`config.mk`:
```
export PLATFORM = sky130hd
export DESIGN_NAME = bpa_front
export DESIGN_NICKNAME = d
export VERILOG_FILES = /design/src/bpa_pkg.sv /design/src/bpa_front.sv
export SDC_FILE = /design/constraint.sdc
export NUM_CORES = 1
export LEC_CHECK = 0
export BUFFER_PORTS_ARGS = -buffer_cell sky130_fd_sc_hd__buf_2
export CORE_ASPECT_RATIO = 0.8
export CORE_MARGIN = 2
export CORE_UTILIZATION = 25
export DETAILED_ROUTE_END_ITERATION = 16
export GPL_TIMING_DRIVEN = 0
export MAX_ROUTING_LAYER = met4
export PLACE_DENSITY = 0.43
export SLEW_MARGIN = 0
export SYNTH_ARGS = -nofsm -noshare
export SYNTH_HDL_FRONTEND = slang
export SYNTH_SLANG_ARGS = --single-unit
```
`constraint.sdc`:
```
create_clock -name clock -period 3.8 [get_ports clock]
set_input_delay 0.19 -clock clock [delete_from_list [all_inputs] [get_ports clock]]
set_output_delay 0.19 -clock clock [all_outputs]
set_load 0.02 [all_outputs]
```
`src/bpa_pkg.sv`:
```
`timescale 1ns / 1ps
// bpa_pkg: shared constants, types and address helpers of the buddy page allocator.
// No dependencies.
package bpa_pkg;

   localparam int NUM_PAGES  = 1024;
   localparam int MAX_ORDER  = 10;
   localparam int PAGE_SHIFT = 12;
   localparam int NUM_ORDERS = MAX_ORDER + 1;
   localparam int PAGE_W     = 10;
   localparam int ORDER_W    = 4;
   localparam int SIZE_W     = 23;
   localparam int WORD_W     = 32;
   localparam int BIT_W      = 5;
   localparam int FM_DEPTH   = 68;   // free-map words over all orders
   localparam int FM_ADDR_W  = 7;

   localparam logic OP_ALLOC = 1'b0;
   localparam logic OP_FREE  = 1'b1;

   localparam logic [1:0] ST_OK        = 2'd0;
   localparam logic [1:0] ST_TOO_LARGE = 2'd1;
   localparam logic [1:0] ST_NO_BLOCK  = 2'd2;
   localparam logic [1:0] ST_BAD_FREE  = 2'd3;

   typedef struct packed {
      logic                 op;
      logic                 too_large;
      logic [ORDER_W-1:0]   want;
      logic [PAGE_W-1:0]    page;
   } item_type;

   typedef enum logic [3:0] {
      S_CLEAR, S_IDLE, S_A_PICK, S_SPLIT_RD, S_SPLIT_WR, S_HEAD_WR,
      S_F_CHK, S_M_RD, S_M_CHK, S_FIN_WR, S_EMIT
   } state_type;

   // First word of order k in the free-map memory.
   function automatic logic [FM_ADDR_W-1:0] word_base(input logic [ORDER_W-1:0] k);
      int acc;
      int w;
      acc = 0;
      for (int j = 0; j < NUM_ORDERS; j++) begin
         w = (NUM_PAGES >> j) / WORD_W;
         if (w < 1) w = 1;
         if (j < int'(k)) acc = acc + w;
      end
      return FM_ADDR_W'(acc);
   endfunction

   function automatic logic [FM_ADDR_W-1:0] fm_addr(input logic [ORDER_W-1:0] k,
                                                    input logic [PAGE_W-1:0] page);
      logic [PAGE_W-1:0] b;
      b = page >> k;
      return word_base(k) + FM_ADDR_W'(b >> BIT_W);
   endfunction

   function automatic logic [BIT_W-1:0] fm_widx(input logic [ORDER_W-1:0] k,
                                                input logic [PAGE_W-1:0] page);
      logic [PAGE_W-1:0] b;
      b = page >> k;
      return b[PAGE_W-1:BIT_W];
   endfunction

   function automatic logic [BIT_W-1:0] fm_bit(input logic [ORDER_W-1:0] k,
                                               input logic [PAGE_W-1:0] page);
      logic [PAGE_W-1:0] b;
      b = page >> k;
      return b[BIT_W-1:0];
   endfunction

   function automatic logic [BIT_W-1:0] first_set(input logic [WORD_W-1:0] v);
      logic [BIT_W-1:0] r;
      r = '0;
      for (int i = WORD_W - 1; i >= 0; i--) begin
         if (v[i]) r = BIT_W'(i);
      end
      return r;
   endfunction

endpackage

```
`src/bpa_front.sv`:
```
`timescale 1ns / 1ps
// bpa_front: accepts requests, turns the byte size into an order, queues items.
// Depends on bpa_pkg.
module bpa_front (
   input  logic                        clock,
   input  logic                        reset,
   input  logic                        req_valid,
   output logic                        req_ready,
   input  logic                        req_opcode,
   input  logic [bpa_pkg::SIZE_W-1:0]  req_size_bytes,
   input  logic [bpa_pkg::PAGE_W-1:0]  req_page_index,
   output logic                        q_valid,
   output bpa_pkg::item_type           q_item,
   input  logic                        q_pop
);

   localparam int PG_W = bpa_pkg::SIZE_W - bpa_pkg::PAGE_SHIFT + 1;

   bpa_pkg::item_type        q_ff [2];
   bpa_pkg::item_type        item;
   logic                     wr_ff, wr_in, rd_ff, rd_in;
   logic [1:0]               cnt_ff, cnt_in;
   logic [PG_W-1:0]          pages, pm1;
   logic [4:0]               want;
   logic                     push;

   always_comb begin
      pages = PG_W'(({1'b0, req_size_bytes} + 24'((1 << bpa_pkg::PAGE_SHIFT) - 1))
                    >> bpa_pkg::PAGE_SHIFT);
      pm1   = pages - PG_W'(1);
      want  = '0;
      if (pages > PG_W'(1)) begin
         for (int i = 0; i < PG_W; i++) begin
            if (pm1[i]) want = 5'(i + 1);
         end
      end
      item.op        = req_opcode;
      item.too_large = (want > 5'(bpa_pkg::MAX_ORDER));
      item.want      = want[bpa_pkg::ORDER_W-1:0];
      item.page      = req_page_index;
   end

   assign req_ready = (cnt_ff != 2'd2);
   assign push      = req_valid && req_ready;
   assign q_valid   = (cnt_ff != 2'd0);
   assign q_item    = q_ff[rd_ff];

   always_comb begin
      wr_in  = push ? ~wr_ff : wr_ff;
      rd_in  = q_pop ? ~rd_ff : rd_ff;
      cnt_in = cnt_ff + 2'(push) - 2'(q_pop);
   end

   always_ff @(posedge clock) begin
      if (reset) begin
         wr_ff  <= 1'b0;
         rd_ff  <= 1'b0;
         cnt_ff <= 2'd0;
      end else begin
         wr_ff  <= wr_in;
         rd_ff  <= rd_in;
         cnt_ff <= cnt_in;
      end
   end

   always_ff @(posedge clock) begin
      if (push) q_ff[wr_ff] <= item;
   end

endmodule

```
==> impl_metrics.json, run 1 <==
{
  "setup_viol": 0,
  "clockPowerShare_pct": 23.6,
  "vdd_drop_max_uv": 150,
  "finalSetupTns_ns": 0,
  "ios": 56,
  "ctsHoldBuffers": 0,
  "coreArea_um2": 7530,
  "r2r_slack_ns": 2.14,
  "synth_edf_count": 32,
  "clk_pin_slew_ns": 0.07,
  "portBuffers": 54,
  "critPathRequiredTime_ns": 3.81,
  "maxCapViolations": 0,
  "die_h_um": 83.4,
  "fill_cells": 757,
  "fp-row-count": 28,
  "setup_slack_ns": 0.788,
  "synth_ff_type": "edfxtp_1",
  "fin_area_um2": 2450,
  "drive_gt1_share_pct": 41.9,
  "numCtsBuffers": 5,
  "power.density_nw_per_um2": 442,
  "fin_crit_ns": 3.01,
  "antenna_left": 0,
  "place_area_um2": 2370,
  "wl_um": 3970,
  "grt_usage_pct": 9.83,
  "post-cts-setup-buffers": 0,
  "final_common_cell": "buf_2",
  "yosys.cell_types.count": 36,
  "insertion_delay_ns": 0.28,
  "dr_total_vias": 1385,
  "area_growth_pct": 24.7,
  "cp_data_arrival_time_ns": 3.02,
  "async_reset_ff_share_pct": 0,
  "cts_root_buf": "clkbuf_8",
  "cts_max_path_buffers": 2,
  "gp_congestion": 0.760,
  "max_clock_freq_mhz": 332,
  "cts_tree": "yes",
  "clock-sinks": 37,
  "grt_max_degree": 17,
  "drc": 0,
  "avgRoutedWirePerCell_um": 12.4,
  "regArea_um2": 1060,
  "endpoint_kind": "register",
  "syn_nets": 196,
  "power.leakage_nw": 0.897,
  "internal_power_uw": 761,
  "slew_headroom_pct": 42.5,
  "die_area_um2": 8610,
  "power_frac_seq_pct": 49.4,
  "min_path_type": "primary input to register",
  "cts.repair.resized": 0,
  "grt_overflow": 0,
  "yosysWarningCount": 0,
  "first_pass_iters": 4,
  "h-tree-depth": 2,
  "nets": 257,
  "syn_area_um2": 1970,
  "place_ws_ns": 0.468,
  "layout_common_cells": "buf_2 (55), edfxtp_1 (32), mux2_2 (16), xnor2_1 (12), nor2_1 (8)",
  "outcome": "completed",
  "rsz0062_at_grt": "false",
  "antenna_cells": 0,
  "power_mw": 1.08,
  "fin_crit_sh_pct": 79.3,
  "grt_pass1_wl_um": 6400,
  "hold_violations": 0,
  "p_switching_uw": 324,
  "multi_input_area_um2": 872,
  "die_w_um": 103,
  "syn_inst": 153,
  "slew_violations": 0,
  "post_synth.cell_area_avg_um2": 12.9,
  "start_kind": "primary input",
  "vias_per_cell": 4.33,
  "whs_ns": 0.0947,
  "dp_hpwl_um": 3050,
  "pwr-share-comb_pct": 27.0,
  "ys_seq_area_share_pct": 53.9,
  "critPathMaxFanout": 6,
  "grt_pass1_vias": 1357,
  "start_util_pct": 26.1,
  "synth_seq_cells": 37,
  "path_class": "primary input to register",
  "sw_frac_of_total_pct": 29.8,
  "antenna_found_initial": 0,
  "drtIter0Drc": 55,
  "tightest_slew_ns": 0.862,
  "fin_skew_ns": 0.00920
}
==> worst max-delay path, stage by stage <==
cell	delay, ns
buf_2	0.11
nor4_4	0.36
nand3_1	0.17
nand2_1	0.11
xor2_1	0.25
ha_1	0.36
inv_1	0.13
or3_1	0.31
mux2i_1	0.26
xnor2_1	0.19
nand2_1	0.10
a311oi_2	0.35
nor3_1	0.13
==> state kept, by name (all words and copies together), names as in the netlist, named ones only <==
name / flops
q_ff: 32
wr_ff: 1
rd_ff: 1
cnt_ff: 2
==> routing by layer <==
metal	vias to the layer above	routed length, um	track usage (%)
li1	695	-	-
met1	655	1840	12.4
met2	33	1880	15.0
met3	2	221	3.03
met4	0	27	3.23
met5	-	0	-
==> cell type report <==
class | count | share of cell area, %
Buffer | 3 | 0.510
Clock buffer | 7 | 3.11
Clock inverter | 1 | 0.204
Inverter | 7 | 1.07
Multi-Input combinational cell | 106 | 35.5
Sequential cell | 37 | 43.2
Tap cell | 105 | 5.35
Timing Repair Buffer | 54 | 11.0
==> synth_stat cells, types with 2 or more instances <==
library cell,count,area (um^2)
xor2_1,7,61.3
nand2_1,6,22.5
nor3_1,7,35.0
a31oi_1,3,18.8
nand4_1,5,31.3
nand2b_1,3,18.8
nor2_1,9,33.8
o21ai_0,3,15.0
inv_1,7,26.3
nor2b_1,2,12.5
mux2_2,16,180
ha_1,5,62.6
dfxtp_1,5,100
nand3_1,4,20.0
clkbuf_1,2,7.51
xnor2_1,12,105
edfxtp_1,32,961
nor4_4,3,63.8
or2_1,2,12.5
or3_1,4,25.0
==> kinds of logic (layout without fill, tap and decap cells) <==
logic type | count (synthesis) | after routing | synth area share, %
xor gates and xnor gates | 19 | 19 | 8.45
muxes | 17 | 17 | 9.66
AOI/OAI and AO/OA | 14 | 14 | 6.29
DFF | 37 | 37 | 53.9
buffers and inverters | 10 | 72 | 1.97
and+or+nand+nor | 51 | 51 | 16.6
adders and majority gates | 5 | 5 | 3.18
==> path summary, 6_finish.rpt <==
path                      from     endpoint  depth (start not counted)
max          req_size_bytes[7]  q_ff[1][10]                         13
min reg2reg              rd_ff     register                          2
max reg2reg          cnt_ff[0]  q_ff[0][12]                          3
min          req_page_index[4]   q_ff[0][4]                          1
==> power groups by stage <==
stage / Sequential [mW] / Clock [mW] / Combinational, mW
2_1_floorplan: 0.539 / 0 / 0.198
3_3_place_gp: 0.545 / 0 / 0.299
3_5_place_dp: 0.546 / 0 / 0.299
4_1_cts: 0.537 / 0.266 / 0.301
5_1_grt: 0.541 / 0.284 / 0.325
6_report: 0.536 / 0.256 / 0.293
==> through the flow <==
| step | util [%] | std cells |
|---|---|---|
| 5_1_grt | 32.6 | 320 |
| 3_5_place_dp | 31.5 | 312 |
| 4_1_cts | 32.6 | 320 |
| 2_1_floorplan | - | 153 |
| 6_report | 32.6 | 320 |
| 3_3_place_gp | 31.5 | 312 |
(Power assumes the default switching activity.)
==> run 2, diff against run 1 <==
--- a/config.mk
+++ b/config.mk
@@ -12,7 +12,7 @@
 export DETAILED_ROUTE_END_ITERATION = 16
 export GPL_TIMING_DRIVEN = 0
 export MAX_ROUTING_LAYER = met4
-export PLACE_DENSITY = 0.43
+export PLACE_DENSITY = 0.45
 export SLEW_MARGIN = 0
 export SYNTH_ARGS = -nofsm -noshare
 export SYNTH_HDL_FRONTEND = slang
==> constraint.sdc (replaced) <==
create_clock -name clock -period 2.75 [get_ports clock]
set_input_delay 0.1375 -clock clock [delete_from_list [all_inputs] [get_ports clock]]
set_output_delay 0.1375 -clock clock [all_outputs]
set_load 0.02 [all_outputs]
==> run 2 against run 1 <==
  * Register-to-register slack lost 1.1 ns
  * Clock power grew 71%
  * Clock skew shrank 0.0024 ns
  * First-iteration DRC count grew 24%
  * Sequential power grew 38%
  * Core utilization grew 2.0 points
  * Count of clock-buffer cells in the layout shrank 1
  * Total power grew 48%
  * Sequential cell count is the same
  * Wire length grew 3.8%
  * Hold slack lost 0.048 ns
  * Die area is the same
==> impl_metrics.json, run 2 (synthesis gave the netlist of run 1 again) <==
{
  "drive_gt1_share_pct": 48.2,
  "endpoint_kind": "register",
  "cts_max_path_buffers": 2,
  "drc": 0,
  "vdd_drop_max_uv": 218,
  "insertion_delay_ns": 0.28,
  "wl_um": 4120,
  "fin_cells": 329,
  "finalSetupTns_ns": 0,
  "outcome": "completed",
  "setup_viol": 0,
  "area_growth_pct": 32.1,
  "grt_pass1_vias": 1315,
  "critPathRequiredTime_ns": 2.76,
  "slew_violations": 0,
  "grt_pass1_wl_um": 6400,
  "slew_headroom_pct": 42.5,
  "path_class": "primary input to register",
  "slowest_stage": "nor4_4",
  "grt_usage_pct": 9.77,
  "cts_tree": "yes",
  "start_util_pct": 26.1,
  "min_path_type": "primary input to register",
  "hold_violations": 0,
  "top_regs": "q_ff x32, cnt_ff x2",
  "grt_max_degree": 17,
  "power.density_nw_per_um2": 615,
  "cts_root_buf": "clkbuf_8",
  "die_w_um": 103,
  "clock-sinks": 37,
  "dp_hpwl_um": 3010,
  "cp_data_arrival_time_ns": 2.59,
  "maxCapViolations": 0,
  "avgRoutedWirePerCell_um": 12.5,
  "ios": 56,
  "layout_common_cells": "buf_2 (55), edfxtp_1 (32), mux2_2 (16), xnor2_1 (10), buf_4 (9)",
  "dp_cells": 312,
  "vias_per_cell": 4.27,
  "die_area_um2": 8610,
  "coreArea_um2": 7530,
  "final_util_pct": 34.6,
  "start_kind": "primary input",
  "dr_total_vias": 1405,
  "die_h_um": 83.4,
  "critPathMaxFanout": 4,
  "antenna_left": 0,
  "max_clock_freq_mhz": 387,
  "first_pass_iters": 4,
  "nets": 266,
  "place_ws_ns": -0.473,
  "fin_skew_ns": 0.00675,
  "portBuffers": 54,
  "top_register": "q_ff",
  "power.leakage_nw": 0.967,
  "antenna_cells": 0,
  "final_common_cell": "buf_2",
  "numCtsBuffers": 5,
  "drtIter0Drc": 68,
  "tightest_slew_ns": 0.862,
  "clk_pin_slew_ns": 0.07,
  "worstPathCellList": "buf_2 > nor4_4 > nand3_2 > xnor2_1 > ha_2 > inv_1 > or3_4 > mux2i_4 > xnor2_2 > nand2_1 > a311oi_2 > nor3_1",
  "whs_ns": 0.0470,
  "largest_reg_flops": 32,
  "gp_congestion": 0.778,
  "setup_slack_ns": 0.168,
  "fp-row-count": 28,
  "cp_top_family": "simple AND/OR/NAND/NOR gates",
  "grt_overflow": 0,
  "ctsHoldBuffers": 0,
  "rsz0062_at_grt": "true",
  "fin_crit_ns": 2.58,
  "slowest_delay_ns": 0.35,
  "fin_crit_sh_pct": 93.9,
  "path_buf_inv": 2,
  "antenna_found_initial": 0,
  "h-tree-depth": 2
}
-- run 2: area by class of cell --
class	instances	area, um^2
clock buffer	6	72.6
tap	105	131
buffer	3	12.5
sequential	37	1060
timing repair buffer	63	338
inverter	7	26.3
clock inverter	2	33.8
fill	779	4930
multi-input combinational	106	927
-- run 2: per-stage QoR --
stage	instance area (um^2)	power, mW
after floorplan	1970	1.02
after global placement	2370	1.16
after detailed placement	2380	1.17
after CTS	2500	1.62
after global routing	2600	1.70
final	2600	1.60
-- run 2: what timing repair did --
item / CTS / global route
pin swaps: 0 / 8
resized for setup: 2 / 7
setup buffers: 1 / 8
hold endpoints to repair: 0 / 0
cloned: 0 / 0
setup endpoints to repair: 4 / 10
-- run 2: routing by layer --
layer	vias up	share of wire [%]	GRT usage (%)
met5	-	0	-
met4	0	0.66	2.87
met3	2	4.6	2.78
met2	36	46	15.1
met1	660	48	12.4
li1	707	-	-
-- run 2: final timing paths --
path / endpoint / from / depth (start not counted) / slack [ns]
setup / recovery: q_ff[1][10] / req_size_bytes[9] / 12 / 0.17
hold / removal: q_ff[0][4] / req_page_index[4] / 1 / 0.05
setup reg to reg: q_ff[0][12] / cnt_ff[0] / 3 / 1.07
hold reg to reg: rd_ff / rd_ff / 2 / 0.52
-- run 2: power breakdown --
part | internal [mW] | switching (mW)
logic | 0.170 | 0.251
clock network | 0.267 | 0.172
registers | 0.715 | 0.0261
==> run 3, diff against run 2 <==
--- a/config.mk
+++ b/config.mk
@@ -5,6 +5,7 @@
 export SDC_FILE = /design/constraint.sdc
 export NUM_CORES = 1
 export LEC_CHECK = 0
+export ABC_AREA = 1
 export BUFFER_PORTS_ARGS = -buffer_cell sky130_fd_sc_hd__buf_2
 export CORE_ASPECT_RATIO = 0.8
 export CORE_MARGIN = 2
@@ -12,7 +13,7 @@
 export DETAILED_ROUTE_END_ITERATION = 16
 export GPL_TIMING_DRIVEN = 0
 export MAX_ROUTING_LAYER = met4
-export PLACE_DENSITY = 0.45
+export PLACE_DENSITY = 0.43
 export SLEW_MARGIN = 0
 export SYNTH_ARGS = -nofsm -noshare
 export SYNTH_HDL_FRONTEND = slang
==> constraint.sdc (replaced) <==
create_clock -name clock -period 2.2 [get_ports clock]
set_input_delay 0.11 -clock clock [delete_from_list [all_inputs] [get_ports clock]]
set_output_delay 0.11 -clock clock [all_outputs]
set_load 0.02 [all_outputs]
==> run 3 against run 2 <==
  * Via count is 50% higher
  * First-iteration DRC count is 53% lower
  * Sequential power is 17% higher
  * Count of clock-buffer cells in the layout is 1 lower
  * Register-to-register slack worse by 0.54 ns
  * Setup slack worse by 0.028 ns
  * Synthesized cell count is 97% higher
  * Sequential cell count stayed put
  * Wire length is 31% higher
  * Clock skew is 0.0040 ns lower
  * Critical endpoint is now q_ff[1][14]
  * Largest power group unchanged
  * Highest routed layer unchanged
==> impl_metrics.json, run 3 <==
{
  "die_h_um": 95.2,
  "yosysMostFrequentCell": "nand2_1",
  "ys_seq_area_share_pct": 40.8,
  "dp_cells": 495,
  "grt_max_degree": 18,
  "wl_um": 5390,
  "post_synth.cell_area_avg_um2": 8.64,
  "setup_slack_ns": 0.140,
  "synth.top_cell.area_share_pct": 37.0,
  "grt_usage_pct": 9.84,
  "fin_crit_sh_pct": 93.6,
  "power.density_nw_per_um2": 598,
  "synth_ff_type": "edfxtp_1",
  "start_util_pct": 25.5,
  "nets": 420,
  "numCtsBuffers": 5,
  "max_clock_freq_mhz": 486,
  "coreArea_um2": 10200,
  "endpoint_kind": "register",
  "ios": 56,
  "syn_nets": 344,
  "min_path_type": "primary input to register",
  "power.leakage_nw": 1.56,
  "synth_common_cells": "nand2_1 (71), inv_1 (39), edfxtp_1 (32), nor2_1 (24)",
  "fin_area_um2": 3420,
  "dr_total_vias": 2109,
  "die_w_um": 118,
  "layout_common_cells": "nand2_1 (61), buf_2 (51), inv_1 (38), edfxtp_1 (32), nand2_2 (27)",
  "start_kind": "primary input",
  "antenna_cells": 0,
  "fin_cells": 518,
  "die_area_um2": 11200,
  "clock-sinks": 37,
  "tightest_slew_ns": 0.902,
  "avgRoutedWirePerCell_um": 10.4,
  "insertion_delay_ns": 0.27,
  "cts_max_path_buffers": 2,
  "maxCapViolations": 0,
  "path_class": "primary input to register",
  "grt_pass1_vias": 1920,
  "place_ws_ns": -0.383,
  "fin_skew_ns": 0.00275,
  "drc": 0,
  "power_mw": 2.04,
  "vdd_drop_max_uv": 320,
  "area_growth_pct": 31.4,
  "drive_gt1_share_pct": 45.2,
  "yosysWarningCount": 0,
  "synth_seq_cells": 37,
  "cts_root_buf": "clkbuf_16",
  "synth_top_area_cell": "edfxtp_1",
  "top_regs": "q_ff x32, cnt_ff x2",
  "first_pass_iters": 4,
  "critPathRequiredTime_ns": 2.22,
  "syn_inst": 301,
  "slew_violations": 0,
  "critPathMaxFanout": 5,
  "grt_pass1_wl_um": 8740,
  "yosys.cell_types.count": 34,
  "h-tree-depth": 2,
  "dp_hpwl_um": 4250,
  "setup_viol": 0,
  "outcome": "completed",
  "synth_edf_count": 32,
  "grt_overflow": 0,
  "finalSetupTns_ns": 0,
  "cp_data_arrival_time_ns": 2.08,
  "slew_headroom_pct": 39.8,
  "fin_crit_ns": 2.06,
  "cts_tree": "yes",
  "whs_ns": 0.0309,
  "drtIter0Drc": 32,
  "antenna_left": 0,
  "async_reset_ff_share_pct": 0,
  "syn_area_um2": 2600,
  "place_area_um2": 3050,
  "final_common_cell": "nand2_1",
  "antenna_found_initial": 0,
  "synthTopCellsByArea": "edfxtp_1 (37%), nand2_1 (10%), mux2_2 (6.9%)",
  "portBuffers": 54,
  "largest_reg_flops": 32,
  "vias_per_cell": 4.07,
  "fp-row-count": 33,
  "hold_violations": 0,
  "clk_pin_slew_ns": 0.05,
  "final_util_pct": 33.5,
  "top_register": "q_ff",
  "gp_congestion": 0.769
}
run 3: kinds of logic after synthesis:
group	after synthesis	synth area share, %
xor+xnor	4	1.64
flops	37	40.8
buf+inv	52	7.99
fa+ha+maj	5	2.41
simple gates	179	37.7
mux	16	6.93
compound gates	8	2.55
run 3: where the power goes:
| group | leakage, nW | switching, mW | internal, mW |
|---|---|---|---|
| sequential | 0.335 | 0.0174 | 0.847 |
| combinational | 1.15 | 0.332 | 0.206 |
| clock | 0.0687 | 0.231 | 0.408 |
run 3: path summary, 6_finish.rpt:
kind / startpoint / end / slack, ns / cells after the start
max reg2reg: cnt_ff[0] / q_ff[1][5] / 0.53 / 4
min: req_page_index[6] / q_ff[0][6] / 0.03 / 1
max: req_size_bytes[2] / q_ff[1][14] / 0.14 / 20
min reg2reg: rd_ff / rd_ff / 0.51 / 2
run 3: what timing repair did:
| action | 4_1_cts | 5_1_grt |
|---|---|---|
| setup endpoints to repair | 2 | 12 |
| pin swaps | 0 | 28 |
| buffers inserted | 0 | 15 |
| resized for setup | 3 | 31 |
| hold buffers | 0 | 0 |
run 3: layout make-up:
type | instances | area (um^2)
plain buffers | 3 | 20.0
clock buffers | 5 | 125
clock inverters | 3 | 12.5
fillers | 1118 | 6780
inverters | 49 | 189
multi-input cells | 212 | 1430
flip-flops and latches | 37 | 1060
well taps | 140 | 175
repair buffers | 69 | 402
run 3: per-layer routing:
metal / wire [um] / vias to the layer above / track usage [%]
met1: 2820 / 952 / 13.3
met3: 157 / 2 / 1.38
met4: 32 / 0 / 2.71
li1: - / 1122 / -
met2: 2380 / 33 / 15.6
met5: 0 / - / -
run 3: critical path: stages:
cell and delay (ns):
buf_2 0.12, inv_2 0.05, nand2_2 0.06, nor2_4 0.26, nand2_8 0.10, nand2_4 0.10, nand2_2 0.06, nand2_2 0.09
ha_4 0.16, nand3_4 0.08, nor2_4 0.15, nand2_1 0.07, nand2_1 0.07, nand2_2 0.08, nor2_4 0.13, nand2_1 0.06
nand2_1 0.07, nand4_1 0.10, nor2_2 0.13, nor2_2 0.05
